==> config.mk <==
export PLATFORM = sky130hd
export DESIGN_NAME = stereo_biquad_lowpass_mix_unit
export DESIGN_NICKNAME = d
export VERILOG_FILES = /design/src/sblm_pkg.sv /design/src/sblm_serial_mult.sv /design/src/sblm_core.sv /design/src/stereo_biquad_lowpass_mix_unit.sv
export VERILOG_INCLUDE_DIRS = /design/src /design/src/src
export SDC_FILE = /design/constraint.sdc
export NUM_CORES = 2
export LEC_CHECK = 0
export BUFFER_PORTS_ARGS = -buffer_cell sky130_fd_sc_hd__clkbuf_2
export CAP_MARGIN = 20
export CELL_PAD_IN_SITES_DETAIL_PLACEMENT = 0
export CELL_PAD_IN_SITES_GLOBAL_PLACEMENT = 1
export CORE_MARGIN = 4
export CORE_UTILIZATION = 25
export CTS_BUF_LIST = sky130_fd_sc_hd__clkbuf_4 sky130_fd_sc_hd__clkbuf_8
export DETAILED_ROUTE_END_ITERATION = 7
export GPL_ROUTABILITY_DRIVEN = 0
export PLACE_DENSITY_LB_ADDON = 0.1
export SETUP_SLACK_MARGIN = 0.3
export SLEW_MARGIN = 30
export SYNTH_ARGS = -nofsm -noshare
export SYNTH_HDL_FRONTEND = slang
export SYNTH_SLANG_ARGS = --single-unit
==> constraint.sdc <==
create_clock -name clk -period 9.17 [get_ports clk]
set_clock_uncertainty 0.1 [all_clocks]
set_input_delay 0.917 -clock clk [delete_from_list [all_inputs] [get_ports clk]]
set_output_delay 0.917 -clock clk [all_outputs]
set_load 0.005 [all_outputs]
==> src/stereo_biquad_lowpass_mix_unit_macros.svh <==
// Assertion macros for the stereo biquad low-pass mix unit.
// Used by the top level; needs no other file.
`ifndef STEREO_BIQUAD_LOWPASS_MIX_UNIT_MACROS_SVH
`define STEREO_BIQUAD_LOWPASS_MIX_UNIT_MACROS_SVH

`ifndef NO_ASSERTIONS

// Same-cycle implication, disabled during reset.
`define SBLM_ASSERT_IMP(label, clk, rst, ante, cons) \
  label: assert property (@(posedge clk) disable iff (rst) (ante) |-> (cons)) \
    else $error("sblm: same-cycle check failed");

// Next-cycle implication, disabled during reset.
`define SBLM_ASSERT_NEXT(label, clk, rst, ante, cons) \
  label: assert property (@(posedge clk) disable iff (rst) (ante) |=> (cons)) \
    else $error("sblm: next-cycle check failed");

`else

`define SBLM_ASSERT_IMP(label, clk, rst, ante, cons)
`define SBLM_ASSERT_NEXT(label, clk, rst, ante, cons)

`endif

`endif

==> src/sblm_pkg.sv <==
// Shared types, codes and constants of the stereo biquad low-pass mix unit.
// Used by every module of the block; depends on nothing.
`default_nettype none

package sblm_pkg;

  localparam int COEF_BITS          = 32;
  localparam int MIX_BITS           = 17;
  localparam int MIX_FRAC_BITS      = 16;
  localparam int CFG_INDEX_BITS     = 3;
  localparam int DEF_SAMPLE_BITS    = 24;
  localparam int DEF_COEF_FRAC_BITS = 28;
  localparam int DEF_STATE_BITS     = 40;

  localparam logic [MIX_BITS-1:0] MIX_ONE = 17'h10000;

  typedef enum logic [CFG_INDEX_BITS-1:0] {
    REG_COEF_B0 = 3'd0,
    REG_COEF_B1 = 3'd1,
    REG_COEF_B2 = 3'd2,
    REG_COEF_A1 = 3'd3,
    REG_COEF_A2 = 3'd4,
    REG_WET_MIX = 3'd5
  } cfg_reg_t;

  typedef enum logic [1:0] {
    ST_IDLE,
    ST_LOAD,
    ST_WAIT,
    ST_DONE
  } core_state_t;

  // Products of one channel, in the order they are formed.
  typedef enum logic [2:0] {
    OP_B0,
    OP_B1,
    OP_A1,
    OP_B2,
    OP_A2,
    OP_MIX
  } op_t;

  typedef struct packed {
    logic busy;
    logic done;
  } mul_stat_t;

  typedef struct packed {
    logic busy;
    logic res_valid;
  } core_stat_t;

  function automatic op_t next_op(input op_t op);
    op_t result;
    unique case (op)
      OP_B0:   result = OP_B1;
      OP_B1:   result = OP_A1;
      OP_A1:   result = OP_B2;
      OP_B2:   result = OP_A2;
      OP_A2:   result = OP_MIX;
      default: result = OP_B0;
    endcase
    return result;
  endfunction

endpackage

`default_nettype wire

==> src/sblm_serial_mult.sv <==
// Bit-serial signed multiplier: one multiplier bit per cycle, shift and add.
// Depends on sblm_pkg.
`default_nettype none

module sblm_serial_mult import sblm_pkg::*; #(
  parameter int A_BITS = COEF_BITS,
  parameter int B_BITS = DEF_SAMPLE_BITS + 1
) (
  input  logic                             clk,
  input  logic                             rst,
  input  logic                             start,
  input  logic signed [A_BITS-1:0]         a,
  input  logic signed [B_BITS-1:0]         b,
  output mul_stat_t                        stat,
  output logic signed [A_BITS+B_BITS-1:0]  prod
);

  localparam int P_BITS   = A_BITS + B_BITS;
  localparam int CNT_BITS = $clog2(B_BITS);
  localparam logic [CNT_BITS-1:0] LAST = CNT_BITS'(B_BITS - 1);

  logic signed [P_BITS-1:0] acc;
  logic signed [P_BITS-1:0] mcand;
  logic        [B_BITS-1:0] mplier;
  logic      [CNT_BITS-1:0] cnt;
  logic                     busy;
  logic                     done;
  logic signed [P_BITS-1:0] addend;
  logic signed [P_BITS-1:0] sum;

  // The multiplier's top bit has negative weight, so its partial product is subtracted.
  assign addend = mplier[0] ? mcand : '0;
  assign sum    = (cnt == LAST) ? (acc - addend) : (acc + addend);

  always_ff @(posedge clk) begin
    if (rst) begin
      busy <= 1'b0;
      done <= 1'b0;
    end else begin
      done <= 1'b0;
      if (start) begin
        busy <= 1'b1;
      end else if (busy && (cnt == LAST)) begin
        busy <= 1'b0;
        done <= 1'b1;
      end
    end
  end

  always_ff @(posedge clk) begin
    if (start) begin
      acc    <= '0;
      mcand  <= {{B_BITS{a[A_BITS-1]}}, a};
      mplier <= b;
      cnt    <= '0;
    end else if (busy) begin
      acc    <= sum;
      mcand  <= mcand <<< 1;
      mplier <= mplier >> 1;
      cnt    <= cnt + 1'b1;
    end
  end

  assign stat.busy = busy;
  assign stat.done = done;
  assign prod      = acc;

endmodule

`default_nettype wire

==> src/sblm_core.sv <==
// Sequencer and datapath of both filter sections: delay words, rounding,
// saturation and the dry/wet blend. Depends on sblm_pkg and sblm_serial_mult.
`default_nettype none

module sblm_core import sblm_pkg::*; #(
  parameter int SAMPLE_BITS    = DEF_SAMPLE_BITS,
  parameter int COEF_FRAC_BITS = DEF_COEF_FRAC_BITS,
  parameter int STATE_BITS     = DEF_STATE_BITS
) (
  input  logic                          clk,
  input  logic                          rst,
  input  logic                          start,
  input  logic                          cmd,
  input  logic signed [SAMPLE_BITS-1:0] left_in,
  input  logic signed [SAMPLE_BITS-1:0] right_in,
  input  logic signed [COEF_BITS-1:0]   coef_b0,
  input  logic signed [COEF_BITS-1:0]   coef_b1,
  input  logic signed [COEF_BITS-1:0]   coef_b2,
  input  logic signed [COEF_BITS-1:0]   coef_a1,
  input  logic signed [COEF_BITS-1:0]   coef_a2,
  input  logic        [MIX_BITS-1:0]    wet_mix,
  input  logic                          res_take,
  output core_stat_t                    stat,
  output logic signed [SAMPLE_BITS-1:0] left_out,
  output logic signed [SAMPLE_BITS-1:0] right_out
);

  localparam int B_BITS = SAMPLE_BITS + 1;
  localparam int PW     = COEF_BITS + B_BITS;
  localparam int WMAX   = (PW > STATE_BITS) ? PW : STATE_BITS;
  localparam int W      = WMAX + 2;

  localparam logic signed [W-1:0] HALF_F =
    {{(W-1){1'b0}}, 1'b1} << (COEF_FRAC_BITS - 1);
  localparam logic signed [W-1:0] HALF_M =
    {{(W-1){1'b0}}, 1'b1} << (MIX_FRAC_BITS - 1);
  localparam logic signed [W-1:0] S_MAX =
    {{(W-SAMPLE_BITS+1){1'b0}}, {(SAMPLE_BITS-1){1'b1}}};
  localparam logic signed [W-1:0] S_MIN =
    {{(W-SAMPLE_BITS+1){1'b1}}, {(SAMPLE_BITS-1){1'b0}}};
  localparam logic signed [W-1:0] ST_MAX =
    {{(W-STATE_BITS+1){1'b0}}, {(STATE_BITS-1){1'b1}}};
  localparam logic signed [W-1:0] ST_MIN =
    {{(W-STATE_BITS+1){1'b1}}, {(STATE_BITS-1){1'b0}}};

  core_state_t state, state_next;
  op_t         op, op_next;
  logic        ch, ch_next;
  logic        mul_start;

  logic signed [SAMPLE_BITS-1:0] x_l;
  logic signed [SAMPLE_BITS-1:0] x_r;
  logic signed [SAMPLE_BITS-1:0] wet;
  logic signed [W-1:0]           acc;
  logic signed [STATE_BITS-1:0]  d1 [2];
  logic signed [STATE_BITS-1:0]  d2 [2];

  logic        [MIX_BITS-1:0]    mix_c;
  logic signed [SAMPLE_BITS-1:0] x_sel;
  logic signed [B_BITS-1:0]      bx;
  logic signed [B_BITS-1:0]      bw;
  logic signed [B_BITS-1:0]      bd;
  logic signed [COEF_BITS-1:0]   mul_a;
  logic signed [B_BITS-1:0]      mul_b;
  mul_stat_t                     mstat;
  logic signed [PW-1:0]          prod;

  logic signed [W-1:0] p_ext;
  logic signed [W-1:0] rnd;
  logic signed [W-1:0] x_e;
  logic signed [W-1:0] d1e;
  logic signed [W-1:0] d2e;
  logic signed [W-1:0] wet_sum;
  logic signed [W-1:0] wet_sat;
  logic signed [W-1:0] tap1;
  logic signed [W-1:0] dnew;
  logic signed [W-1:0] dnew_sat;
  logic signed [W-1:0] mix_sum;
  logic signed [W-1:0] mix_sat;

  always_ff @(posedge clk) begin
    if (rst) begin
      state <= ST_IDLE;
      op    <= OP_B0;
      ch    <= 1'b0;
    end else begin
      state <= state_next;
      op    <= op_next;
      ch    <= ch_next;
    end
  end

  always_comb begin
    state_next     = state;
    op_next        = op;
    ch_next        = ch;
    mul_start      = 1'b0;
    stat.busy      = 1'b1;
    stat.res_valid = 1'b0;
    unique case (state)
      ST_IDLE: begin
        stat.busy = 1'b0;
        if (start && !cmd) begin
          state_next = ST_LOAD;
          op_next    = OP_B0;
          ch_next    = 1'b0;
        end
      end
      ST_LOAD: begin
        mul_start  = 1'b1;
        state_next = ST_WAIT;
      end
      ST_WAIT: begin
        if (mstat.done) begin
          if (op == OP_MIX) begin
            if (ch) begin
              state_next = ST_DONE;
            end else begin
              ch_next    = 1'b1;
              op_next    = OP_B0;
              state_next = ST_LOAD;
            end
          end else begin
            op_next    = next_op(op);
            state_next = ST_LOAD;
          end
        end
      end
      ST_DONE: begin
        stat.res_valid = 1'b1;
        if (res_take) begin
          state_next = ST_IDLE;
        end
      end
      default: state_next = ST_IDLE;
    endcase
  end

  assign mix_c = (wet_mix > MIX_ONE) ? MIX_ONE : wet_mix;
  assign x_sel = ch ? x_r : x_l;
  assign bx    = {x_sel[SAMPLE_BITS-1], x_sel};
  assign bw    = {wet[SAMPLE_BITS-1], wet};
  // The blend is formed as x * 2^16 + m * (wet - x), which equals the two-product form.
  assign bd    = bw - bx;

  always_comb begin
    unique case (op)
      OP_B0: begin
        mul_a = coef_b0;
        mul_b = bx;
      end
      OP_B1: begin
        mul_a = coef_b1;
        mul_b = bx;
      end
      OP_A1: begin
        mul_a = coef_a1;
        mul_b = bw;
      end
      OP_B2: begin
        mul_a = coef_b2;
        mul_b = bx;
      end
      OP_A2: begin
        mul_a = coef_a2;
        mul_b = bw;
      end
      OP_MIX: begin
        mul_a = {{(COEF_BITS-MIX_BITS){1'b0}}, mix_c};
        mul_b = bd;
      end
      default: begin
        mul_a = coef_b0;
        mul_b = bx;
      end
    endcase
  end

  sblm_serial_mult #(
    .A_BITS (COEF_BITS),
    .B_BITS (B_BITS)
  ) u_mult (
    .clk   (clk),
    .rst   (rst),
    .start (mul_start),
    .a     (mul_a),
    .b     (mul_b),
    .stat  (mstat),
    .prod  (prod)
  );

  assign p_ext = {{(W-PW){prod[PW-1]}}, prod};
  assign rnd   = (p_ext + HALF_F) >>> COEF_FRAC_BITS;
  assign x_e   = {{(W-SAMPLE_BITS){x_sel[SAMPLE_BITS-1]}}, x_sel};
  assign d1e   = {{(W-STATE_BITS){d1[ch][STATE_BITS-1]}}, d1[ch]};
  assign d2e   = {{(W-STATE_BITS){d2[ch][STATE_BITS-1]}}, d2[ch]};

  assign wet_sum = rnd + d1e;
  assign wet_sat = (wet_sum > S_MAX) ? S_MAX : ((wet_sum < S_MIN) ? S_MIN : wet_sum);
  assign tap1    = rnd + d2e;
  assign dnew    = acc - rnd;
  assign dnew_sat = (dnew > ST_MAX) ? ST_MAX : ((dnew < ST_MIN) ? ST_MIN : dnew);
  assign mix_sum = (p_ext + (x_e <<< MIX_FRAC_BITS) + HALF_M) >>> MIX_FRAC_BITS;
  assign mix_sat = (mix_sum > S_MAX) ? S_MAX : ((mix_sum < S_MIN) ? S_MIN : mix_sum);

  // Delay words: cleared by reset and by the clear command.
  always_ff @(posedge clk) begin
    if (rst) begin
      d1[0] <= '0;
      d1[1] <= '0;
      d2[0] <= '0;
      d2[1] <= '0;
    end else if ((state == ST_IDLE) && start && cmd) begin
      d1[0] <= '0;
      d1[1] <= '0;
      d2[0] <= '0;
      d2[1] <= '0;
    end else if ((state == ST_WAIT) && mstat.done) begin
      if (op == OP_A1) begin
        d1[ch] <= dnew_sat[STATE_BITS-1:0];
      end
      if (op == OP_A2) begin
        d2[ch] <= dnew_sat[STATE_BITS-1:0];
      end
    end
  end

  always_ff @(posedge clk) begin
    if ((state == ST_IDLE) && start) begin
      x_l <= left_in;
      x_r <= right_in;
    end
    if ((state == ST_WAIT) && mstat.done) begin
      unique case (op)
        OP_B0:   wet <= wet_sat[SAMPLE_BITS-1:0];
        OP_B1:   acc <= tap1;
        OP_B2:   acc <= rnd;
        OP_MIX: begin
          if (ch) begin
            right_out <= mix_sat[SAMPLE_BITS-1:0];
          end else begin
            left_out <= mix_sat[SAMPLE_BITS-1:0];
          end
        end
        default: ;
      endcase
    end
  end

endmodule

`default_nettype wire

==> src/stereo_biquad_lowpass_mix_unit.sv <==
// Top level of the stereo biquad low-pass mix unit: configuration registers,
// stream ports and output register. Depends on sblm_pkg, sblm_core and the macro header.
`default_nettype none

`include "stereo_biquad_lowpass_mix_unit_macros.svh"

// Each transfer on the slave side carries one stereo pair and a command in tuser.
// A clear command zeroes all four delay words and yields no result.
// A filter command runs both channels through their own transposed direct form II
// section with the five shared coefficients and blends each with its dry input.
// All twelve products of an item (six per channel) go through one bit-serial
// multiplier that takes one multiplier bit per cycle; a filter item holds off new
// items until its result is taken. The result sits in an output register, so the
// next item is accepted while it waits on the master side. The user must write
// configuration only while the block is idle; the block itself does not enforce it.
module stereo_biquad_lowpass_mix_unit import sblm_pkg::*; #(
  parameter int SAMPLE_BITS    = DEF_SAMPLE_BITS,
  parameter int COEF_FRAC_BITS = DEF_COEF_FRAC_BITS,
  parameter int STATE_BITS     = DEF_STATE_BITS
) (
  input  logic                                       clk,
  input  logic                                       rst,
  input  logic                                       cfg_we,
  input  logic [CFG_INDEX_BITS-1:0]                  cfg_index,
  input  logic [COEF_BITS-1:0]                       cfg_data,
  input  logic                                       s_tvalid,
  output logic                                       s_tready,
  // Fields from bit 0 up: left_in, right_in, zero fill to whole bytes.
  input  logic [((2*SAMPLE_BITS+7)/8)*8-1:0]         s_tdata,
  // Fields from bit 0 up: cmd.
  input  logic                                       s_tuser,
  output logic                                       m_tvalid,
  input  logic                                       m_tready,
  // Fields from bit 0 up: left_out, right_out, zero fill to whole bytes.
  output logic [((2*SAMPLE_BITS+7)/8)*8-1:0]         m_tdata
);

  localparam int DATA_BITS = ((2*SAMPLE_BITS+7)/8)*8;
  localparam logic [COEF_BITS-1:0] COEF_ONE = COEF_BITS'(1) << COEF_FRAC_BITS;

  logic signed [COEF_BITS-1:0] coef_b0;
  logic signed [COEF_BITS-1:0] coef_b1;
  logic signed [COEF_BITS-1:0] coef_b2;
  logic signed [COEF_BITS-1:0] coef_a1;
  logic signed [COEF_BITS-1:0] coef_a2;
  logic        [MIX_BITS-1:0]  wet_mix;

  core_stat_t                    core_stat;
  logic                          core_start;
  logic                          res_take;
  logic signed [SAMPLE_BITS-1:0] core_left;
  logic signed [SAMPLE_BITS-1:0] core_right;
  logic                          out_valid;
  logic signed [SAMPLE_BITS-1:0] out_left;
  logic signed [SAMPLE_BITS-1:0] out_right;

  always_ff @(posedge clk) begin
    if (rst) begin
      coef_b0 <= COEF_ONE;
      coef_b1 <= '0;
      coef_b2 <= '0;
      coef_a1 <= '0;
      coef_a2 <= '0;
      wet_mix <= MIX_ONE;
    end else if (cfg_we) begin
      // Indexes past the register list are ignored.
      case (cfg_index)
        REG_COEF_B0: coef_b0 <= cfg_data;
        REG_COEF_B1: coef_b1 <= cfg_data;
        REG_COEF_B2: coef_b2 <= cfg_data;
        REG_COEF_A1: coef_a1 <= cfg_data;
        REG_COEF_A2: coef_a2 <= cfg_data;
        REG_WET_MIX: wet_mix <= cfg_data[MIX_BITS-1:0];
        default: ;
      endcase
    end
  end

  assign s_tready   = !core_stat.busy;
  assign core_start = s_tvalid && s_tready;
  assign res_take   = core_stat.res_valid && (!out_valid || m_tready);

  sblm_core #(
    .SAMPLE_BITS    (SAMPLE_BITS),
    .COEF_FRAC_BITS (COEF_FRAC_BITS),
    .STATE_BITS     (STATE_BITS)
  ) u_core (
    .clk       (clk),
    .rst       (rst),
    .start     (core_start),
    .cmd       (s_tuser),
    .left_in   (s_tdata[SAMPLE_BITS-1:0]),
    .right_in  (s_tdata[2*SAMPLE_BITS-1:SAMPLE_BITS]),
    .coef_b0   (coef_b0),
    .coef_b1   (coef_b1),
    .coef_b2   (coef_b2),
    .coef_a1   (coef_a1),
    .coef_a2   (coef_a2),
    .wet_mix   (wet_mix),
    .res_take  (res_take),
    .stat      (core_stat),
    .left_out  (core_left),
    .right_out (core_right)
  );

  always_ff @(posedge clk) begin
    if (rst) begin
      out_valid <= 1'b0;
    end else if (res_take) begin
      out_valid <= 1'b1;
    end else if (m_tready) begin
      out_valid <= 1'b0;
    end
  end

  always_ff @(posedge clk) begin
    if (res_take) begin
      out_left  <= core_left;
      out_right <= core_right;
    end
  end

  assign m_tvalid = out_valid;
  assign m_tdata  = DATA_BITS'({out_right, out_left});

  `SBLM_ASSERT_NEXT(a_clear_frees_core, clk, rst, (s_tvalid && s_tready && s_tuser), s_tready)
  `SBLM_ASSERT_NEXT(a_filter_holds_core, clk, rst, (s_tvalid && s_tready && !s_tuser), !s_tready)
  `SBLM_ASSERT_NEXT(a_result_lands, clk, rst, res_take, out_valid)
  `SBLM_ASSERT_IMP(a_idle_has_no_result, clk, rst, s_tready, !core_stat.res_valid)

endmodule

`default_nettype wire

==> impl_metrics.ini <==
[outcome]
run_status = completed

[power]
cell_area_power_density_mw_per_mm2 = 252
vdd.ir_drop.worst_v = 0.000142
static-leakage-power_nw = 18.4
total_power_mw = 12.5

[global_routing]
grt_use_total_pct = 17.7
total_grt_overflow = 0
grt_start_max_net_pins = 103
number_of_global_route_vias_before_repair = 36000
antenna_found_initial = 10
grt_pass1_wl_mm = 241

[worst_setup_path]
crit_path_end_kind = flop
setup.worst_path.start_class = flop
crit_path_max_fanout = 37
cp.required_ns = 9.64
regToRegSetupSlack_ns = 1.66
worstSetupEndpoint = u_core.d1[1][38]
critPathKind = reg2reg
critPathLaunch = u_core.u_mult.prod[28]
worstRegToRegCells = 23
timing.rr.start = u_core.u_mult.prod[28]
crit_arrival_ns = 7.98
worstReg2RegEnd = u_core.d1[1][38]

[timing]
worst_pin_slew_ns = 1.10
post-route-period-util_pct = 81.9
finalCriticalPeriod_ns = 7.51
tns_ns = 0
max-slew-margin-rel_pct = 26.2
final-max-slew-violation-count = 0
unrepaired_setup_endpoints_after_global_routing = false
setup-violations-final = 0
hold_violations = 0
clock.fmax_mhz = 133
fin_hold_ws_ns = 0.123

[die]
core-area_mm2 = 0.172
ios = 139
initial_utilization_pct = 25.2
fp.dieH_um = 424
floorplan.die.width_um = 424
fp-row-count = 152
design.die.area_mm2 = 0.180

[worst_hold_path]
hold_path_class = in2reg

[synthesis]
postSynthCellCount = 4755
post-synth-top-area-cell = sky130_fd_sc_hd__edfxtp_1
synth_enable_flop_cells = 451
yosys_most_used_dff = sky130_fd_sc_hd__edfxtp_1
synth.top_cells.by_count = 740 x sky130_fd_sc_hd__nand2_1, 458 x sky130_fd_sc_hd__a21oi_1, 451 x sky130_fd_sc_hd__edfxtp_1
postSynthNetCount = 5016
synth_async_sr_flop_share_pct = 0
mappedNetlistArea_mm2 = 0.0433
share_of_synthesized_area_occupied_by_flip_flops_and_latches_pct = 42.8
ys_ff_latch = 700
synth.distinct_cells = 94
yosys_warnings = 0
synth.most_common_cell = sky130_fd_sc_hd__nand2_1
synth.area.top_cells = sky130_fd_sc_hd__edfxtp_1 31%, sky130_fd_sc_hd__dfxtp_1 12%, sky130_fd_sc_hd__nand2_1 6.4%, sky130_fd_sc_hd__a21oi_1 5.3%, sky130_fd_sc_hd__ha_1 4.8%
yosys.area.top_type_share_pct = 31.3
post_synth.cell_area_avg_um2 = 9.11

[routing]
remaining_drc_errors = 0
drt_first_iter_violations = 2284
drt.antenna.violating_nets = 0
via_count = 36100
routedWlPerCell_um = 22.3
routed_wl_mm = 163
drt_pass1_iterations = 5
viasPerCell = 4.94

[cts]
max_clock_buf_depth = 3
htree_num_levels = 4
tritoncts_clock_tree = done
clk_lat_worst_skew_ns = 0.89
postCtsHoldBufs = 12
ctsResizeCount = 0
cts_made_buffers = 141
postCtsSetupRepairBufs = 0
tritoncts_num_sinks = 700
ctsRootBufferMaster = sky130_fd_sc_hd__clkbuf_8
clk_pin_slew_worst_paths_ns = 0.06

[final_layout]
post_route_cells_drive_above_1_share_pct = 12.3
final_core_utilization_pct = 28.9
layout.filler_cells = 18400
layout-area-overhead-vs-synth_pct = 14.9
nets = 5149
instances_no_fill = 7313

[flow_run]
max-cap-violations = 0

[placed_design]
placed_cells = 7043
dp.final_hpwl_mm = 116
io_buffers = 138
==> per-layer routing <==
layer / vias up / part of all wire [%] / global-route usage (%)
li1: 17600 / - / -
met1: 17600 / 49 / 24.9
met2: 699 / 45 / 28.4
met3: 179 / 3.9 / 2.65
met4: 4 / 2.1 / 4.44
met5: - / 0.017 / 0
==> metrics by stage <==
| stage | worst slack [ns] | cell area (um^2) |
|---|---|---|
| 2_1_floorplan | 0.684 | 43300 |
| 3_3_place_gp | 0.945 | 46700 |
| 3_5_place_dp | 1.56 | 46700 |
| 4_1_cts | 1.52 | 49700 |
| 5_1_grt | 1.07 | 49700 |
| 6_report | 1.66 | 49800 |
==> worst max-delay path: stages (launching register included) <==
cell and delay, ns:
sky130_fd_sc_hd__dfxtp_1 0.48, sky130_fd_sc_hd__ha_1 0.25, sky130_fd_sc_hd__nand3_1 0.23, sky130_fd_sc_hd__nor2_1 0.22, sky130_fd_sc_hd__and4_1 0.25, sky130_fd_sc_hd__and3_1 0.18, sky130_fd_sc_hd__xnor2_1 0.20, sky130_fd_sc_hd__ha_1 0.33
sky130_fd_sc_hd__a21oi_1 0.26, sky130_fd_sc_hd__nand2_1 0.10, sky130_fd_sc_hd__maj3_1 0.38, sky130_fd_sc_hd__a221oi_1 0.51, sky130_fd_sc_hd__nor4_1 0.20, sky130_fd_sc_hd__o41ai_1 0.43, sky130_fd_sc_hd__a22oi_1 0.25, sky130_fd_sc_hd__o221ai_1 0.49
sky130_fd_sc_hd__a31oi_1 0.20, sky130_fd_sc_hd__o311ai_1 0.63, sky130_fd_sc_hd__mux2i_1 0.34, sky130_fd_sc_hd__xor2_1 0.24, sky130_fd_sc_hd__o32ai_1 0.20, sky130_fd_sc_hd__nand3_1 0.15, sky130_fd_sc_hd__buf_4 0.41, sky130_fd_sc_hd__o21ai_0 0.17
==> power breakdown <==
part | total [mW] | leakage (nW) | internal (mW) | switching, mW
Clock | 3.38 | 1.50 | 1.85 | 1.53
Combinational | 5.07 | 10.5 | 1.87 | 3.20
Sequential | 4.07 | 6.41 | 3.74 | 0.332
==> cell type report <==
class | count | area [um^2] | area share (%)
Multi-Input combinational cell | 3680 | 23500 | 47.2
Sequential cell | 700 | 18500 | 37.3
Timing Repair Buffer | 238 | 1490 | 3.00
Antenna cell | 11 | 27.5 | 0.0553
Inverter | 127 | 478 | 0.960
Clock inverter | 61 | 534 | 1.07
Tap cell | 2310 | 2890 | 5.81
Clock buffer | 186 | 2310 | 4.64
==> kinds of logic after synthesis <==
group | count (synthesis) | share of synthesized area (%)
AO/OA/AOI/OAI | 1382 | 19.5
XOR/XNOR | 334 | 7.31
buffers and inverters | 375 | 3.32
flip-flops | 700 | 42.8
adder cells (fa/ha/maj) | 209 | 5.94
AND/OR/NAND/NOR | 1538 | 15.8
multiplexers | 217 | 5.35
==> layout by cell type, fill, tap and decap left out, drive strengths merged, types with 29 or more instances in the layout <==
master / synthesis / final
nand2b: 38 / 38
mux2i: 136 / 136
and2: 30 / 30
mux2: 77 / 77
xnor2: 216 / 216
buf: 35 / 89
nand4: 47 / 47
nand3: 96 / 96
nor2b: 33 / 33
or3: 29 / 29
dfxtp: 249 / 249
a221oi: 53 / 53
clkbuf: 213 / 323
nor2: 328 / 328
o21ai: 419 / 419
nor3: 79 / 79
o31ai: 46 / 46
inv: 126 / 131
a21o: 85 / 85
a21oi: 458 / 458
edfxtp: 451 / 451
o21bai: 31 / 31
maj3: 37 / 37
clkinv: 1 / 49
a31oi: 41 / 41
nand2: 740 / 740
xor2: 102 / 102
ha: 166 / 166
and3: 32 / 32
==> flip-flops by register name (all words and copies together) (netlist names), 41 cells and up, named ones only <==
name and cells:
u_core.acc 41, u_core.u_mult.mcand 57, u_core.d1 80, u_core.u_mult.prod 57, u_core.d2 80
==> worst min path at each step <==
stage	start	endpoint	slack [ns]	depth (start not counted)
after global placement	u_core.left_out[17]	out_left[17]	0.30	0
after CTS	s_tdata[29]	u_core.x_r[5]	0.002	1
final	s_tdata[10]	u_core.x_l[10]	0.12	1
after floorplan	u_core.left_out[0]	out_left[0]	0.30	0
after global routing	s_tdata[21]	u_core.x_l[21]	0.03	1
after detailed placement	u_core.left_out[13]	out_left[13]	0.30	0
Note: power is estimated with default switching activity, not from simulation.
